[src/rtl/core/tccc_pkg.sv]
// Shared types and constants for the text console cursor controller.
// Holds the result layout, command kinds and control character codes.
// No dependencies.
package tccc_pkg;

    // Column advance for a tab: next multiple of this stop
    localparam int unsigned TAB_STOP = 8;

    localparam int unsigned CHAR_W  = 21;
    localparam int unsigned COORD_W = 8;

    // Control character codes
    localparam logic [CHAR_W-1:0] CHAR_NUL = 21'd0;
    localparam logic [CHAR_W-1:0] CHAR_BS  = 21'd8;
    localparam logic [CHAR_W-1:0] CHAR_TAB = 21'd9;
    localparam logic [CHAR_W-1:0] CHAR_LF  = 21'd10;
    localparam logic [CHAR_W-1:0] CHAR_CR  = 21'd13;
    localparam logic [CHAR_W-1:0] GLYPH_SPACE = 21'h20;

    // Register indexes on the config port
    localparam logic CFG_COLS = 1'b0;
    localparam logic CFG_ROWS = 1'b1;

    localparam logic [COORD_W-1:0] COLS_RESET = 8'd80;
    localparam logic [COORD_W-1:0] ROWS_RESET = 8'd25;

    // Grid command kinds
    typedef enum logic [1:0] {
        KIND_SCROLL = 2'd0,
        KIND_CLEAR  = 2'd1,
        KIND_WRITE  = 2'd2,
        KIND_CURSOR = 2'd3
    } kind_t;

    // One grid command
    typedef struct packed {
        kind_t               kind;
        logic [COORD_W-1:0]  col;
        logic [COORD_W-1:0]  row;
        logic [CHAR_W-1:0]   glyph;
        logic                last;
    } result_t;

endpackage

[src/rtl/core/text_console_cursor_controller.sv]
// The first grid command of an item is offered once the input register has passed the
// item to the result buffer. Output: one command per cycle while m_tready is high, so an
// item yields 1 to 3 commands (clear: 1; print: 1 + scroll + cell write).
// Reset (rst_n low, async): cursor and mark at (0,0), cols 80, rows 25,
// input and output stages empty.
// Depends on tccc_pkg.
module text_console_cursor_controller
(
    input  logic        clk,
    input  logic        rst_n,
    // Configuration write port
    input  logic        cfg_we,
    input  logic        cfg_index,
    input  logic [7:0]  cfg_data,
    // Input stream
    input  logic        s_tvalid,
    output logic        s_tready,
    input  logic [23:0] s_tdata,   // [20:0] char_code, [23:21] zero
    input  logic        s_tuser,   // [0] mode
    // Command stream
    output logic        m_tvalid,
    input  logic        m_tready,
    output logic [39:0] m_tdata,   // [7:0] col, [15:8] row, [36:16] glyph, [39:37] zero
    output logic [1:0]  m_tuser,   // [1:0] kind
    output logic        m_tlast
);

    localparam int unsigned CW = tccc_pkg::COORD_W;

    // Config registers
    logic [CW-1:0] cols_reg;
    logic [CW-1:0] rows_reg;

    // Cursor and line-start mark
    logic [CW-1:0] cursor_col_reg, cursor_row_reg, mark_col_reg, mark_row_reg;
    logic [CW-1:0] cursor_col_next, cursor_row_next, mark_col_next, mark_row_next;

    // Input register
    logic                         in_valid_reg;
    logic                         in_mode_reg;
    logic [tccc_pkg::CHAR_W-1:0]  in_char_reg;

    // Result buffer, head at entry 0
    tccc_pkg::result_t res_reg [3];
    tccc_pkg::result_t slot    [3];
    logic [1:0]        rem_reg;
    logic [1:0]        slot_n;

    logic take;
    logic pop;

    // Scroll check and intermediate values
    logic [2*CW-1:0] row_prod;
    logic [2*CW-1:0] lim;
    logic [2*CW:0]   lin_p1;
    logic            do_scroll;
    logic [CW-1:0]   sc_row, sc_mrow, sc_mcol, row_inc, row_dec;
    logic [CW:0]     tab_t, tab_w;
    logic            mark_behind;
    logic            has_write;
    logic [tccc_pkg::CHAR_W-1:0] wr_glyph;

    tccc_pkg::result_t scroll_r, write_r, cursor_r, clear_r;

    // Tab target column for each start column
    logic [CW:0] tab_next [256];

    genvar g;
    generate
        for (g = 0; g < 256; g++)
        begin : g_tab
            assign tab_next[g] = 9'(g + tccc_pkg::TAB_STOP - (g % tccc_pkg::TAB_STOP));
        end
    endgenerate

    // Handshakes
    assign pop      = m_tvalid && m_tready;
    assign take     = in_valid_reg && ((rem_reg == 2'd0) || ((rem_reg == 2'd1) && m_tready));
    assign s_tready = !in_valid_reg || take;

    // Config writes
    always_ff @(posedge clk or negedge rst_n)
    begin
        if (!rst_n)
        begin
            cols_reg <= tccc_pkg::COLS_RESET;
            rows_reg <= tccc_pkg::ROWS_RESET;
        end
        else if (cfg_we)
        begin
            if (cfg_index == tccc_pkg::CFG_COLS)
                cols_reg <= cfg_data;
            else
                rows_reg <= cfg_data;
        end
    end

    // Input register
    always_ff @(posedge clk or negedge rst_n)
    begin
        if (!rst_n)
            in_valid_reg <= 1'b0;
        else if (s_tready)
            in_valid_reg <= s_tvalid;
    end

    always_ff @(posedge clk)
    begin
        if (s_tvalid && s_tready)
        begin
            in_mode_reg <= s_tuser;
            in_char_reg <= s_tdata[tccc_pkg::CHAR_W-1:0];
        end
    end

    // Scroll when the cursor is on or past the last cell
    assign row_prod  = {8'd0, cursor_row_reg} * {8'd0, cols_reg};
    assign lim       = {8'd0, cols_reg} * {8'd0, rows_reg};
    assign lin_p1    = {1'b0, row_prod} + {9'd0, cursor_col_reg} + 17'd1;
    assign do_scroll = lin_p1 >= {1'b0, lim};

    // Position after the optional scroll
    always_comb
    begin
        sc_row  = cursor_row_reg;
        sc_mrow = mark_row_reg;
        sc_mcol = mark_col_reg;
        if (do_scroll)
        begin
            if (cursor_row_reg != '0)
                sc_row = cursor_row_reg - 8'd1;
            if (mark_row_reg != '0)
                sc_mrow = mark_row_reg - 8'd1;
            else
            begin
                sc_mrow = '0;
                sc_mcol = '0;
            end
        end
    end

    assign row_inc     = (sc_row != 8'hFF) ? sc_row + 8'd1 : sc_row;
    assign row_dec     = (sc_row != '0) ? sc_row - 8'd1 : sc_row;
    assign mark_behind = (sc_mrow < sc_row) ||
                         ((sc_mrow == sc_row) && (sc_mcol < cursor_col_reg));
    assign tab_t       = tab_next[cursor_col_reg];
    assign tab_w       = tab_t - {1'b0, cols_reg};

    // Character handling
    always_comb
    begin
        cursor_col_next = cursor_col_reg;
        cursor_row_next = sc_row;
        mark_col_next   = sc_mcol;
        mark_row_next   = sc_mrow;
        has_write       = 1'b1;
        wr_glyph        = tccc_pkg::GLYPH_SPACE;
        unique case (in_char_reg)
            tccc_pkg::CHAR_NUL:
            begin
                has_write = 1'b0;
            end
            tccc_pkg::CHAR_TAB:
            begin
                if (tab_t >= {1'b0, cols_reg})
                begin
                    cursor_col_next = (tab_w >= {1'b0, cols_reg}) ? '0 : tab_w[CW-1:0];
                    cursor_row_next = row_inc;
                end
                else
                    cursor_col_next = tab_t[CW-1:0];
            end
            tccc_pkg::CHAR_LF:
            begin
                cursor_col_next = '0;
                cursor_row_next = row_inc;
                mark_col_next   = '0;
                mark_row_next   = row_inc;
            end
            tccc_pkg::CHAR_CR:
            begin
                has_write       = 1'b0;
                cursor_col_next = '0;
                mark_col_next   = '0;
                mark_row_next   = sc_row;
            end
            tccc_pkg::CHAR_BS:
            begin
                if (mark_behind)
                begin
                    if (cursor_col_reg == '0)
                    begin
                        cursor_col_next = (cols_reg != '0) ? cols_reg - 8'd1 : '0;
                        cursor_row_next = row_dec;
                    end
                    else
                        cursor_col_next = cursor_col_reg - 8'd1;
                end
            end
            default:
            begin
                wr_glyph = in_char_reg;
                if (({1'b0, cursor_col_reg} + 9'd1) >= {1'b0, cols_reg})
                begin
                    cursor_col_next = '0;
                    cursor_row_next = row_inc;
                end
                else
                    cursor_col_next = cursor_col_reg + 8'd1;
            end
        endcase
    end

    // Command assembly
    always_comb
    begin
        scroll_r = '{kind: tccc_pkg::KIND_SCROLL, col: '0, row: '0, glyph: '0, last: 1'b0};
        clear_r  = '{kind: tccc_pkg::KIND_CLEAR,  col: '0, row: '0, glyph: '0, last: 1'b1};
        write_r  = '{kind: tccc_pkg::KIND_WRITE, col: cursor_col_reg, row: sc_row,
                     glyph: wr_glyph, last: 1'b0};
        cursor_r = '{kind: tccc_pkg::KIND_CURSOR, col: cursor_col_next, row: cursor_row_next,
                     glyph: tccc_pkg::GLYPH_SPACE, last: 1'b1};
        slot[2]  = cursor_r;
        if (in_mode_reg)
        begin
            slot[0] = clear_r;
            slot[1] = cursor_r;
            slot_n  = 2'd1;
        end
        else
        begin
            if (do_scroll)
                slot[0] = scroll_r;
            else if (has_write)
                slot[0] = write_r;
            else
                slot[0] = cursor_r;
            if (do_scroll && has_write)
                slot[1] = write_r;
            else
                slot[1] = cursor_r;
            slot_n = 2'd1 + {1'b0, do_scroll} + {1'b0, has_write};
        end
    end

    // Cursor and mark update
    always_ff @(posedge clk or negedge rst_n)
    begin
        if (!rst_n)
        begin
            cursor_col_reg <= '0;
            cursor_row_reg <= '0;
            mark_col_reg   <= '0;
            mark_row_reg   <= '0;
        end
        else if (take)
        begin
            if (in_mode_reg)
            begin
                cursor_col_reg <= '0;
                cursor_row_reg <= '0;
                mark_col_reg   <= '0;
                mark_row_reg   <= '0;
            end
            else
            begin
                cursor_col_reg <= cursor_col_next;
                cursor_row_reg <= cursor_row_next;
                mark_col_reg   <= mark_col_next;
                mark_row_reg   <= mark_row_next;
            end
        end
    end

    // Result buffer: load all commands of an item, shift out one per transfer
    always_ff @(posedge clk or negedge rst_n)
    begin
        if (!rst_n)
            rem_reg <= 2'd0;
        else if (take)
            rem_reg <= slot_n;
        else if (pop)
            rem_reg <= rem_reg - 2'd1;
    end

    always_ff @(posedge clk)
    begin
        if (take)
        begin
            res_reg[0] <= slot[0];
            res_reg[1] <= slot[1];
            res_reg[2] <= slot[2];
        end
        else if (pop)
        begin
            res_reg[0] <= res_reg[1];
            res_reg[1] <= res_reg[2];
        end
    end

    // Output port
    assign m_tvalid = rem_reg != 2'd0;
    assign m_tuser  = res_reg[0].kind;
    assign m_tlast  = res_reg[0].last;
    assign m_tdata  = {3'b000, res_reg[0].glyph, res_reg[0].row, res_reg[0].col};

`ifndef SYNTHESIS
    // Last flag marks exactly the final buffered command
    a_last_at_end: assert property (@(posedge clk) disable iff (!rst_n)
        m_tvalid |-> (m_tlast == (rem_reg == 2'd1)))
        else $error("tlast does not match the end of the buffered commands");

    // Only cursor draws and clears close an item
    a_last_kind: assert property (@(posedge clk) disable iff (!rst_n)
        m_tvalid |-> (m_tlast == ((m_tuser == tccc_pkg::KIND_CURSOR) ||
                                  (m_tuser == tccc_pkg::KIND_CLEAR))))
        else $error("tlast on a command kind that cannot end an item");

    // A scroll is always followed by at least a cursor draw
    a_scroll_follow: assert property (@(posedge clk) disable iff (!rst_n)
        (m_tvalid && (m_tuser == tccc_pkg::KIND_SCROLL)) |-> (rem_reg >= 2'd2))
        else $error("scroll without a following command");

    // A clear homes cursor and mark
    a_clear_home: assert property (@(posedge clk) disable iff (!rst_n)
        (take && in_mode_reg) |=> ((cursor_col_reg == '0) && (cursor_row_reg == '0) &&
                                   (mark_col_reg == '0) && (mark_row_reg == '0)))
        else $error("clear did not home cursor and mark");

    // No new item loads while more than one command is still waiting
    a_no_overrun: assert property (@(posedge clk) disable iff (!rst_n)
        (rem_reg > 2'd1) |-> !take)
        else $error("result buffer overrun");
`endif

endmodule

[config.mk]
export PLATFORM = sky130hd
export DESIGN_NAME = text_console_cursor_controller
export DESIGN_NICKNAME = d
export VERILOG_FILES = /design/src/rtl/core/tccc_pkg.sv /design/src/rtl/core/text_console_cursor_controller.sv
export SDC_FILE = /design/constraint.sdc
export NUM_CORES = 1
export LEC_CHECK = 0
export BUFFER_PORTS_ARGS = -buffer_cell sky130_fd_sc_hd__buf_4
export CAP_MARGIN = 20
export CORE_MARGIN = 2
export CORE_UTILIZATION = 29
export CTS_CLUSTER_DIAMETER = 200
export DETAILED_ROUTE_END_ITERATION = 8
export GPL_TIMING_DRIVEN = 0
export PLACE_DENSITY = 0.52
export SETUP_SLACK_MARGIN = 0.05
export SLEW_MARGIN = 0
export SYNTH_ARGS = -nofsm -noshare
export SYNTH_HDL_FRONTEND = slang
export SYNTH_SLANG_ARGS = --single-unit
[constraint.sdc]
create_clock -name clk -period 11.8 [get_ports clk]
set_input_delay 0.59 -clock clk [delete_from_list [all_inputs] [get_ports clk]]
set_output_delay 0.59 -clock clk [all_outputs]
set_load 0.05 [all_outputs]
## Word level (Yosys, flattened, before mapping)

Memories as Yosys holds them, arrays and structs flattened.
Index checks and enable logic that the tools add are counted.

| operators by class | value |
|---|---|
| equal/unequal tests | 7 |
| mux-type cells | 44 |
| order comparisons | 7 |
| $add $sub $neg | 14 |
| multipliers | 2 |
| bitwise logic cells | 4 |
| reductions and logical operators | 24 |

Operator list:

| operator | count |
|---|---|
| $mux 8 | 23 |
| $mux 40 | 3 |
| $eq 21x4->1 const B | 4 |
| $mux 80 | 1 |
| $mux 39 | 2 |
| $pmux 8 s4 | 2 |
| $sub 8x1->8 const B | 5 |
| $mul 8x8->16 | 2 |
| $reduce_bool 8->1 | 4 |
| $ge 9x8->1 | 3 |
| $logic_not 21->1 | 1 |
| $mux 21 | 1 |
| $mux 9 | 2 |
| $add 16x8->17 | 1 |
| $add 17x1->17 const B | 1 |
| $ge 17x16->1 | 1 |
| $add 8x1->8 const B | 2 |
| $lt 8x8->1 | 2 |
| $pmux 8 s2 | 1 |
| $add 8x1->9 const B | 1 |
| $ge 9x9->1 const B | 1 |
| $not 8->9 | 1 |
| $sub 9x8->9 | 1 |
| $eq 8x8->1 | 1 |
| other kinds (18) | 36 |

| word-level totals | value |
|---|---|
| memory bits (writable) | 120 |
| register bits after elaboration | 73 |
| output and inout port bits | 45 |
| logic and storage cells | 114 |
| bits of input ports | 39 |
| memories | 2 |
| ROM bits | 2304 |

Memories:

| memory | depth | bits a word | rd ports | clocked after memory_dff | write ports | line | text |
|---|---|---|---|---|---|---|---|
| (no name shown) | 256 | 9 | 1 | 0 | 0 | text_console_cursor_controller.sv:146 | `assign tab_t = tab_next[cursor_col_reg];` |
| res_reg | 3 | 40 | 3 | 0 | 3 | text_console_cursor_controller.sv:44 | `tccc_pkg::result_t res_reg [3];` |

## Depth between registers and ports, before layout

Gate-level depths: netlist of run 1.

| depth | value |
|---|---|
| depth after elaboration | 14 |
| gate-level depth with buffers | 48 |

## Worst setup path after synthesis of run 1

Ideal clock, no wire load.

| timing | value |
|---|---|
| path kind | flip-flop to flip-flop |
| start | register cursor_row_reg[3] |
| end | memory res_reg[0][64] (netlist name), data pin |
| stages on the path, launching flop included | 48 |
| clock period less this slack | 9.302 ns |
| data required time | 11.546 ns |
| arrival | 9.047 ns |
| setup slack | 2.498 ns |
| library setup time | 0.254 ns |
| path buffers | 6 |
| path through | dfrtp_1 -> clkbuf_1 -> clkbuf_1 -> nand2_1 -> fa_1 -> inv_1 -> fa_1 -> ha_1 -> inv_1 -> fa_1 -> inv_1 -> ha_1 -> a21oi_1 -> o21bai_1 -> a21oi_1 -> o21bai_1 -> a21oi_1 -> o21bai_1 -> [... 12 more ...] -> buf_4 -> nor4_1 -> nand2_1 -> xor2_1 -> nor2_1 -> ha_1 -> a21o_1 -> a21oi_1 -> nor2b_1 -> a2111o_1 -> a211oi_4 -> or2_0 -> buf_2 -> buf_6 -> nor2_1 -> o41ai_2 -> o21ai_2 -> o21a_1 |

RTL lines:

| item | line | text |
|---|---|---|
| start, declared | text_console_cursor_controller.sv:35 | `logic [CW-1:0] cursor_col_reg, cursor_row_reg, mark_col_reg, mark_row_reg;` |
| start signal, assigned | text_console_cursor_controller.sv:268 | `cursor_row_reg <= cursor_row_next;` |
| end, declared | text_console_cursor_controller.sv:44 |  |

## Final worst setup path of run 1

| timing | value |
|---|---|
| start | register cursor_row_reg[0] |
| end | register cursor_row_reg[4] |

| on the way | value |
|---|---|
| longest elaborated chain between the ends | 11 |
| elaborated cells between the ends (all ways) | 27 |
| those cells by class | add/sub: 5; mul: 1; order compare: 3; eq/ne: 2; mux: 12; reduce/logical: 4 |

RTL lines:

| item | line | text |
|---|---|---|
| $mul 8x8->16 | text_console_cursor_controller.sv:117 | `assign row_prod = {8'd0, cursor_row_reg} * {8'd0, cols_reg};` |
| $add 16x8->17 | text_console_cursor_controller.sv:119 | `assign lin_p1 = {1'b0, row_prod} + {9'd0, cursor_col_reg} + 17'd1;` |
| $add 17x1->17 | text_console_cursor_controller.sv:119 |  |
| $ge 17x16->1 | text_console_cursor_controller.sv:120 | `assign do_scroll = lin_p1 >= {1'b0, lim};` |
| $mux 8 | text_console_cursor_controller.sv:128 | `if (do_scroll)` |
| $sub 8x1->8 (tied with other cells) | text_console_cursor_controller.sv:143 | `assign row_dec = (sc_row != '0) ? sc_row - 8'd1 : sc_row;` |
| $mux 8 / $logic_and 1x1->1 (equally long branches) | text_console_cursor_controller.sv:143, text_console_cursor_controller.sv:145 |  |
| $mux 8 / $logic_or 1x1->1 (equally long branches) | text_console_cursor_controller.sv:191, text_console_cursor_controller.sv:144 |  |
| $mux 8 | text_console_cursor_controller.sv:189 | `if (mark_behind)` |
| $pmux 8 s4 * | text_console_cursor_controller.sv:158 | `unique case (in_char_reg)` |
| $mux 8 * | text_console_cursor_controller.sv:258 | `if (in_mode_reg)` |

Every way passes the cells marked *; elsewhere a longest branch is shown, timed or not.
A chain may end at the register's enable or synchronous reset.

==> results of run 1 <==
## final timing paths
path / startpoint / endpoint / slack [ns] / cells after the start
max in group asynchronous: rst_n / mark_col_reg[1] / 11.01 / 1
min reg2reg: mark_col_reg[4] / mark_col_reg[4] / 0.48 / 1
max reg2reg: cursor_row_reg[0] / cursor_row_reg[4] / 0.72 / 45
min: rst_n / in_valid_reg / 0.23 / 1
max: cursor_row_reg[0] / cursor_row_reg[4] / 0.72 / 45
min in group clk: s_tdata[10] / in_char_reg[10] / 0.30 / 1
## logic make-up (layout without fill, tap and decap cells)
kind of cell,Yosys count,in the layout
AOI/OAI and AO/OA,340,340
xor gates and xnor gates,45,45
adders and majority gates,224,224
buffers and inverters,280,392
DFF,166,166
muxes,19,19
other,1,3
and+or+nand+nor,503,503
## area by class of cell
class	count	area share
clock inverters	15	0.0124
plain buffers	117	0.0373
flip-flops and latches	166	0.277
clock buffers	17	0.0249
repair buffers	80	0.0374
multi-input cells	1134	0.525
inverters	163	0.0360
well taps	680	0.0498
## worst max-delay path, delay by kind of cell, from the launching register on
family	cells	cell delay (ns)
adder cells (fa/ha/maj)	7	2.71
flip-flops	1	0.36
AND/OR/NAND/NOR	7	1.39
AO/OA/AOI/OAI	21	4.75
XOR/XNOR	2	0.25
buffers and inverters	8	1.52
## routing by layer
layer / up-vias / GRT usage / share of wire / routed length [um]
met4: 0 / 0.0486 / 0.020 / 903
met3: 59 / 0.0254 / 0.044 / 1930
met2: 307 / 0.277 / 0.47 / 20600
met5: - / 0 / 0 / 0
li1: 5697 / - / - / -
met1: 5952 / 0.229 / 0.47 / 20700
## through the flow
step,setup WS [ns],instance area (um^2),instances
6_report,0.725,17100,2372
5_1_grt,0.139,17100,2372
4_1_cts,0.497,17000,2371
3_5_place_dp,0.558,16400,2339
3_3_place_gp,0.574,16400,2337
2_1_floorplan,2.50,14900,1580
## synthesized netlist by cell type, drive strengths merged (6+ instances only)
library cell | instances | share of area
o21a | 15 | 0.0076
dfrtp | 46 | 0.077
nor2 | 89 | 0.022
o21ai | 102 | 0.034
buf | 51 | 0.026
nor2b | 10 | 0.0047
nor3 | 33 | 0.011
mux2 | 11 | 0.0086
inv | 160 | 0.040
xor2 | 15 | 0.0088
a21oi | 55 | 0.018
nand2 | 134 | 0.034
o22ai | 12 | 0.0050
ha | 144 | 0.12
nand4 | 15 | 0.0063
nand2b | 14 | 0.0059
clkbuf | 66 | 0.017
and2 | 105 | 0.044
o21bai | 6 | 0.0030
edfxtp | 115 | 0.23
a22o | 33 | 0.019
xnor2 | 30 | 0.018
o31ai | 12 | 0.0064
and3 | 34 | 0.015
nand3 | 32 | 0.011
a21o | 19 | 0.0096
fa | 80 | 0.11
o41ai | 6 | 0.0058
or3 | 11 | 0.0046
mux2i | 8 | 0.0054
nor4 | 11 | 0.0046
a211oi | 11 | 0.0087
a31oi | 15 | 0.0063
==> metrics.csv, run 1 <==
metric,value,unit
outcome,finished clean,
cts_resized,0,
grt_max_degree,62,
synth_flop_cell,edfxtp_1,
ios,84,
arrival,11.45,ns
cts_root_buf,clkbuf_16,
synth_top_family_by_area,adder cells,
syn_area,14900,um^2
synth_edf_count,115,
layout-drive-gt1-share,0.126,
dieArea,53300,um^2
end_kind,flip-flop,
initial_core_util,0.292,
first_pass_iters,7,
hp-class,input port to asynchronous set/reset pin,
fin_hold_ws,0.231,ns
gp_congestion,0.885,
core_area,51100,um^2
clk_pin_slew,0.07,ns
ctsHoldBuffers,0,
final_common_cell,inv_1,
hold_viol,0,
drt-total-wl,44100,um
via_count,12000,
yosys.area_share.adder,0.228,
first_global_vias,12100,
finalCritPeriodShare,0.939,
finalSetupViolations,0,
numPortBuffers,77,
path_max_fanout,11,
ant_nets,0,
cts_htree_levels,4,
avgViaCountPerCell,5.07,
drc,0,
cap_violations,0,
regArea,4740,um^2
numCtsBuffers,17,
place_hpwl,34200,um
postCtsSetupRepairBufs,0,
synth_simple_gate_area_frac,0.172,
final_util,0.334,
synth-compound-area-share,0.159,
rsz0062_at_grt,no,
gr-usage-all-layers,0.169,
nFillCells,5351,
area_growth,14.5,%
drtIter0Drc,802,
crit_required,12.17,ns
fin_crit,11.08,ns
largest_reg_flops,93,
insertedDiodeCount,0,
die_y,231,um
clock_path_buffers,2,
ys_seq_area_frac,0.318,
crit_top_cell,a21oi_1,
synth_cell_types,89,
multi_input_area,8960,um^2
cts_tree,done,
final.setup.tns,0,ns
cp-start-kind,flip-flop,
cts_sinks,166,
max_freq,90.3,MHz
async_reset_ff_frac,0.307,
yosys-mux-area-fraction,0.0139,
grt_pass1_wl,69600,um
synth_area_per_cell,9.45,um^2
finalNetCount,1942,
syn_inst,1578,
cp_slowest_cell,clkbuf_1,
wire_per_inst,18.6,um
antenna_found_initial,0,
die_x,231,um
clock_skew,0.0161,ns
tightest_slew,1.05,ns
synth-xor-area-share,0.0264,
final_cell_mix,"inv_1, ha_1, nand2_1",
ys_seq_elements,166,
cp_slowest_stage_delay,0.60,ns
grt_remaining_overflow,0,
crit_type,flip-flop to flip-flop,
slew_viol_final,0,
rows,83,
relSlewSlack,0.291,
worstSkewPairLatency,0.46,ns
synth_warnings,0,
Power of run 1 is left out: the tool's default activity adds up to more than one toggle a clock period on the data nets, which glitch-free logic cannot reach.
==> inputs of run 2 (changes only) <==
- ABC_AREA: default -> 1
==> metrics.csv, run 2 <==
metric,value,unit,change
die_x,236,um,was 231 um
ctsHoldBuffers,0,,unchanged
end_kind,flip-flop,,unchanged
cts_resized,0,,unchanged
syn_area,15600,um^2,was 14900 um^2
relSlewSlack,0.343,,was 0.291
via_count,13100,,was 12000
path_buf_inv,9,,was 8
ys_seq_area_frac,0.304,,was 0.318
synth_warnings,0,,unchanged
grt_max_degree,52,,was 62
synth_top_area_cell,edfxtp_1,,unchanged
outcome,finished clean,,unchanged
numCtsBuffers,17,,unchanged
largest_reg_flops,93,,unchanged
fin_crit,9.96,ns,was 11.08 ns
finalCritPeriodShare,0.844,,was 0.939
wire_per_inst,15.5,um,was 18.6 um
numPortBuffers,77,,unchanged
synth_cell_types,62,,was 89
finalNetCount,2366,,was 1942
final_common_cell,nand2_1,,was inv_1
finalSetupViolations,0,,unchanged
nFillCells,5624,,was 5351
regArea,4740,um^2,unchanged
final_cell_mix,"nand2_1, inv_1, ha_1",,"was inv_1, ha_1, nand2_1"
final.setup.tns,0,ns,unchanged
path_depth,46,,was 45
insertedDiodeCount,0,,unchanged
layout-drive-gt1-share,0.107,,was 0.126
crit_required,12.00,ns,was 12.17 ns
cp_slowest_stage_delay,0.62,ns,was 0.60 ns
arrival,10.16,ns,was 11.45 ns
avgViaCountPerCell,4.67,,was 5.07
rsz0062_at_grt,no,,unchanged
place_hpwl,34500,um,was 34200 um
cp-start-kind,flip-flop,,unchanged
first_global_vias,13200,,was 12100
synth_top_area_frac,0.222,,was 0.232
slew_viol_final,0,,unchanged
synth_commonest_cells,"nand2_1, inv_1, ha_1",,"was inv_1, ha_1, nand2_1"
cap_violations,0,,unchanged
synth_area_per_cell,7.77,um^2,was 9.45 um^2
path_max_fanout,10,,was 11
synth.area.top_cells,"edfxtp_1, nand2_1, ha_1, fa_1, inv_1",,"was edfxtp_1, ha_1, fa_1, dfrtp_1, and2_1"
crit_type,flip-flop to flip-flop,,unchanged
max_freq,100,MHz,was 90.3 MHz
cts_sinks,166,,unchanged
dieArea,55500,um^2,was 53300 um^2
hold_viol,0,,unchanged
initial_core_util,0.294,,was 0.292
antenna_found_initial,0,,unchanged
synth_flop_cell,edfxtp_1,,unchanged
multi_input_area,8670,um^2,was 8960 um^2
drtIter0Drc,858,,was 802
gp_congestion,0.900,,was 0.885
postCtsSetupRepairBufs,0,,unchanged
worstSkewPairLatency,0.45,ns,was 0.46 ns
ys_seq_elements,166,,unchanged
core_area,52900,um^2,was 51100 um^2
drc,0,,unchanged
crit_top_cell,nand2_1,,was a21oi_1
ant_nets,0,,unchanged
grt_remaining_overflow,0,,unchanged
async_reset_ff_frac,0.307,,unchanged
synth_most_common_cell,nand2_1,,was inv_1
cts_root_buf,clkbuf_16,,unchanged
drt-total-wl,43600,um,was 44100 um
die_y,236,um,was 231 um
cp_slowest_cell,clkbuf_1,,unchanged
gr-usage-all-layers,0.160,,was 0.169
syn_inst,2003,,was 1578
area_growth,13.2,%,was 14.5%
grt_pass1_wl,70400,um,was 69600 um
ios,84,,unchanged
tightest_slew,0.984,ns,was 1.05 ns
clock_skew,0.0146,ns,was 0.0161 ns
cts_tree,done,,unchanged
clock_path_buffers,2,,unchanged
synth_edf_count,115,,unchanged
clk_pin_slew,0.07,ns,about the same
first_pass_iters,6,,was 7
r2r_cells,46,,was 45
cts_htree_levels,4,,unchanged
rows,84,,was 83
hp-class,input port to asynchronous set/reset pin,,unchanged
cpLargestDelayFamily,adder cells,,was compound AO/OA/AOI/OAI gates
run 2: per-layer routing:
| metal | up-vias | routed length [um] | global-route usage | share of wire |
|---|---|---|---|---|
| li1 | 6489 | - | - | - |
| met1 | 6197 | 20100 | 0.215 | 0.46 |
| met2 | 352 | 20200 | 0.264 | 0.46 |
| met3 | 64 | 2170 | 0.0238 | 0.050 |
| met4 | 0 | 1120 | 0.0537 | 0.026 |
| met5 | - | 0 | 0 | 0 |
run 2: cell type report:
cell class | count | share of cell area
sequential | 166 | 0.269
tap | 688 | 0.0488
buffer | 112 | 0.0354
clock inverter | 13 | 0.00823
multi-input combinational | 1318 | 0.492
inverter | 409 | 0.0874
clock buffer | 19 | 0.0246
timing repair buffer | 79 | 0.0348
run 2: worst paths after layout:
kind | startpoint | to | slack (ns)
worst max register to register | cols_reg[3] | res_reg[0][73] | 1.84
min in group clk | s_tdata[14] | in_char_reg[14] | 0.32
worst max-delay path | cols_reg[3] | res_reg[0][73] | 1.84
worst min-delay path | rst_n | rem_reg[1] | 0.20
max in group asynchronous | rst_n | cursor_row_reg[6] | 11.09
worst min register to register | mark_col_reg[1] | mark_col_reg[1] | 0.50
run 2: logic make-up after synthesis:
group	count (synthesis)	share of synthesized area
xor gates and xnor gates	42	0.0236
other	1	0.000241
buffers and inverters	521	0.139
adders and majority gates	224	0.219
and+or+nand+nor	798	0.219
DFF	166	0.304
AOI/OAI and AO/OA	251	0.0951
run 2: metrics by stage:
stage | cell area, um^2 | instances | setup slack [ns] | utilization | hold WS [ns]
2_1_floorplan | 15600 | 2005 | 3.71 | - | 0.294
3_3_place_gp | 17000 | 2770 | 1.87 | 0.322 | 0.474
3_5_place_dp | 17100 | 2772 | 1.79 | 0.323 | 0.480
4_1_cts | 17600 | 2804 | 1.76 | 0.333 | 0.219
5_1_grt | 17600 | 2804 | 0.994 | 0.333 | 0.242
6_report | 17600 | 2804 | 1.84 | 0.333 | 0.200
run 2: worst register-to-register path: cells and delay by family (launching register included):
kind | cells | cell delay, ns
AOI/OAI and AO/OA | 8 | 1.56
xor gates and xnor gates | 1 | 0.18
adders and majority gates | 7 | 3.01
buffers and inverters | 9 | 2.21
DFF | 1 | 0.41
and+or+nand+nor | 21 | 2.36
Power of run 2 is left out for the same reason.
==> inputs of run 3 (changes only) <==
- ABC_AREA: 1 -> 0
- PLACE_DENSITY: 0.52 -> 0.53
- clock period: 11.8 -> 8.96 ns (I/O delays scaled with it)
==> metrics.csv, run 3 (synthesis results as in run 1) <==
metric,value,unit,change
numPortBuffers,77,,unchanged
outcome,finished clean,,unchanged
hold_viol,0,,unchanged
core_area,51100,um^2,was 52900 um^2
layout-drive-gt1-share,0.281,,was 0.107
placed_cell_area,16400,um^2,was 17100 um^2
arrival,9.13,ns,was 10.16 ns
tightest_slew,0.984,ns,about the same
finalCritPeriodShare,0.996,,was 0.844
avgViaCountPerCell,5.10,,was 4.67
cts_htree_levels,4,,unchanged
drtIter0Drc,983,,was 858
antenna_found_initial,1,,was 0
cp-start-kind,flip-flop,,unchanged
crit_required,9.17,ns,was 12.00 ns
cap_violations,0,,unchanged
via_count,12800,,was 13100
r2r_slack,0.04,ns,was 1.84 ns
clock_path_buffers,2,,unchanged
place_hpwl,33700,um,was 34500 um
cts_tree,done,,unchanged
first_pass_iters,5,,was 6
r2r_end,res_reg[0][74],,was res_reg[0][73]
drc,0,,unchanged
slew_viol_final,0,,unchanged
finalWorstSetupSlack,0.0388,ns,was 1.84 ns
clock_skew,0.0202,ns,was 0.0146 ns
die_y,231,um,was 236 um
final_cell_mix,"buf_4, inv_1, ha_1",,"was nand2_1, inv_1, ha_1"
max_freq,112,MHz,was 100 MHz
hp-class,input port to asynchronous set/reset pin,,unchanged
cp_slowest_cell,dfstp_2,,was clkbuf_1
nFillCells,5135,,was 5624
cts_root_buf,clkbuf_16,,unchanged
initial_core_util,0.292,,was 0.294
largest_reg_flops,93,,unchanged
drt-total-wl,46800,um,was 43600 um
finalNetCount,2075,,was 2366
final_util,0.376,,was 0.333
area_growth,28.8,%,was 13.2%
clk_pin_slew,0.09,ns,was 0.07 ns
post-place-ws,-2.12,ns,was 1.79 ns
gp_congestion,0.873,,was 0.900
rsz0062_at_grt,yes,,was no
die_x,231,um,was 236 um
wire_per_inst,18.7,um,was 15.5 um
numCtsBuffers,17,,unchanged
reg2reg_from,cols_reg[6],,was cols_reg[3]
worstSkewPairLatency,0.47,ns,was 0.45 ns
r2r_cells,42,,was 46
final_cell_area,19200,um^2,was 17600 um^2
ctsHoldBuffers,0,,unchanged
fin_hold_ws,0.0939,ns,was 0.200 ns
end_kind,flip-flop,,unchanged
grt_max_degree,65,,was 52
ios,84,,unchanged
gr-usage-all-layers,0.174,,was 0.160
grt_remaining_overflow,0,,unchanged
rows,83,,was 84
grt_pass1_wl,71900,um,was 70400 um
first_global_vias,12600,,was 13200
relSlewSlack,0.343,,about the same
path_max_fanout,6,,was 10
fin_crit,8.92,ns,was 9.96 ns
cp_slowest_stage_delay,0.61,ns,was 0.62 ns
dieArea,53300,um^2,was 55500 um^2
crit_type,flip-flop to flip-flop,,unchanged
ant_nets,0,,unchanged
final_common_cell,buf_4,,was nand2_1
cts_sinks,166,,unchanged
crit_top_cell,fa_1,,was nand2_1
finalSetupViolations,0,,unchanged
run 3: worst max-delay path, delay by kind of cell (launching register included):
family | cells | cell delay [ns]
AOI/OAI and AO/OA | 13 | 2.30
and+or+nand+nor | 11 | 1.50
adders and majority gates | 7 | 2.86
xor gates and xnor gates | 2 | 0.25
DFF | 1 | 0.61
buffers and inverters | 8 | 0.89
muxes | 1 | 0.24
run 3: repair_timing:
item / CTS / global route
pin swaps: 91 / 92
setup buffers: 87 / 50
cloned: 2 / 2
endpoints found under the setup margin: 98 / 53
endpoints found under the hold margin: 0 / 0
gates resized for setup: 172 / 116
run 3: stage by stage:
stage / setup TNS (ns) / cells
floorplan: 0 / 1580
global placement: -98.91 / 2337
detailed placement: -99.00 / 2338
CTS: -0.215 / 2453
global route: -8.17 / 2505
finish: 0 / 2506
run 3: routing by layer:
metal  GRT usage  part of all wire  vias up
met2       0.282              0.46      389
met1       0.238              0.45     6330
li1            -                 -     5970
met5           0                 0        -
met4      0.0629             0.029        0
met3      0.0215             0.059       80
run 3: worst max path at each step:
stage	startpoint	slack (ns)	to	depth (start not counted)
3_3_place_gp	cols_reg[3]	-2.11	res_reg[0][68]	41
5_1_grt	cols_reg[0]	-0.29	res_reg[0][71]	46
6_report	cols_reg[6]	0.04	res_reg[0][74]	42
2_1_floorplan	cols_reg[0]	0.09	res_reg[0][64]	45
3_5_place_dp	cols_reg[3]	-2.12	cursor_row_reg[4]	43
4_1_cts	cols_reg[6]	-0.08	res_reg[0][64]	41
run 3: area by class of cell:
cell class              count  area, um^2  share of cell area
diodes                      1        2.50            0.000130
plain buffers             110         872              0.0454
clock buffers              17         425              0.0222
clock inverters            15         206              0.0108
inverters                 163         663              0.0345
multi-input cells        1134        9660               0.503
flip-flops and latches    166        4740               0.247
well taps                 680         851              0.0443
repair buffers            220        1780              0.0927
Power of run 3 is left out for the same reason.
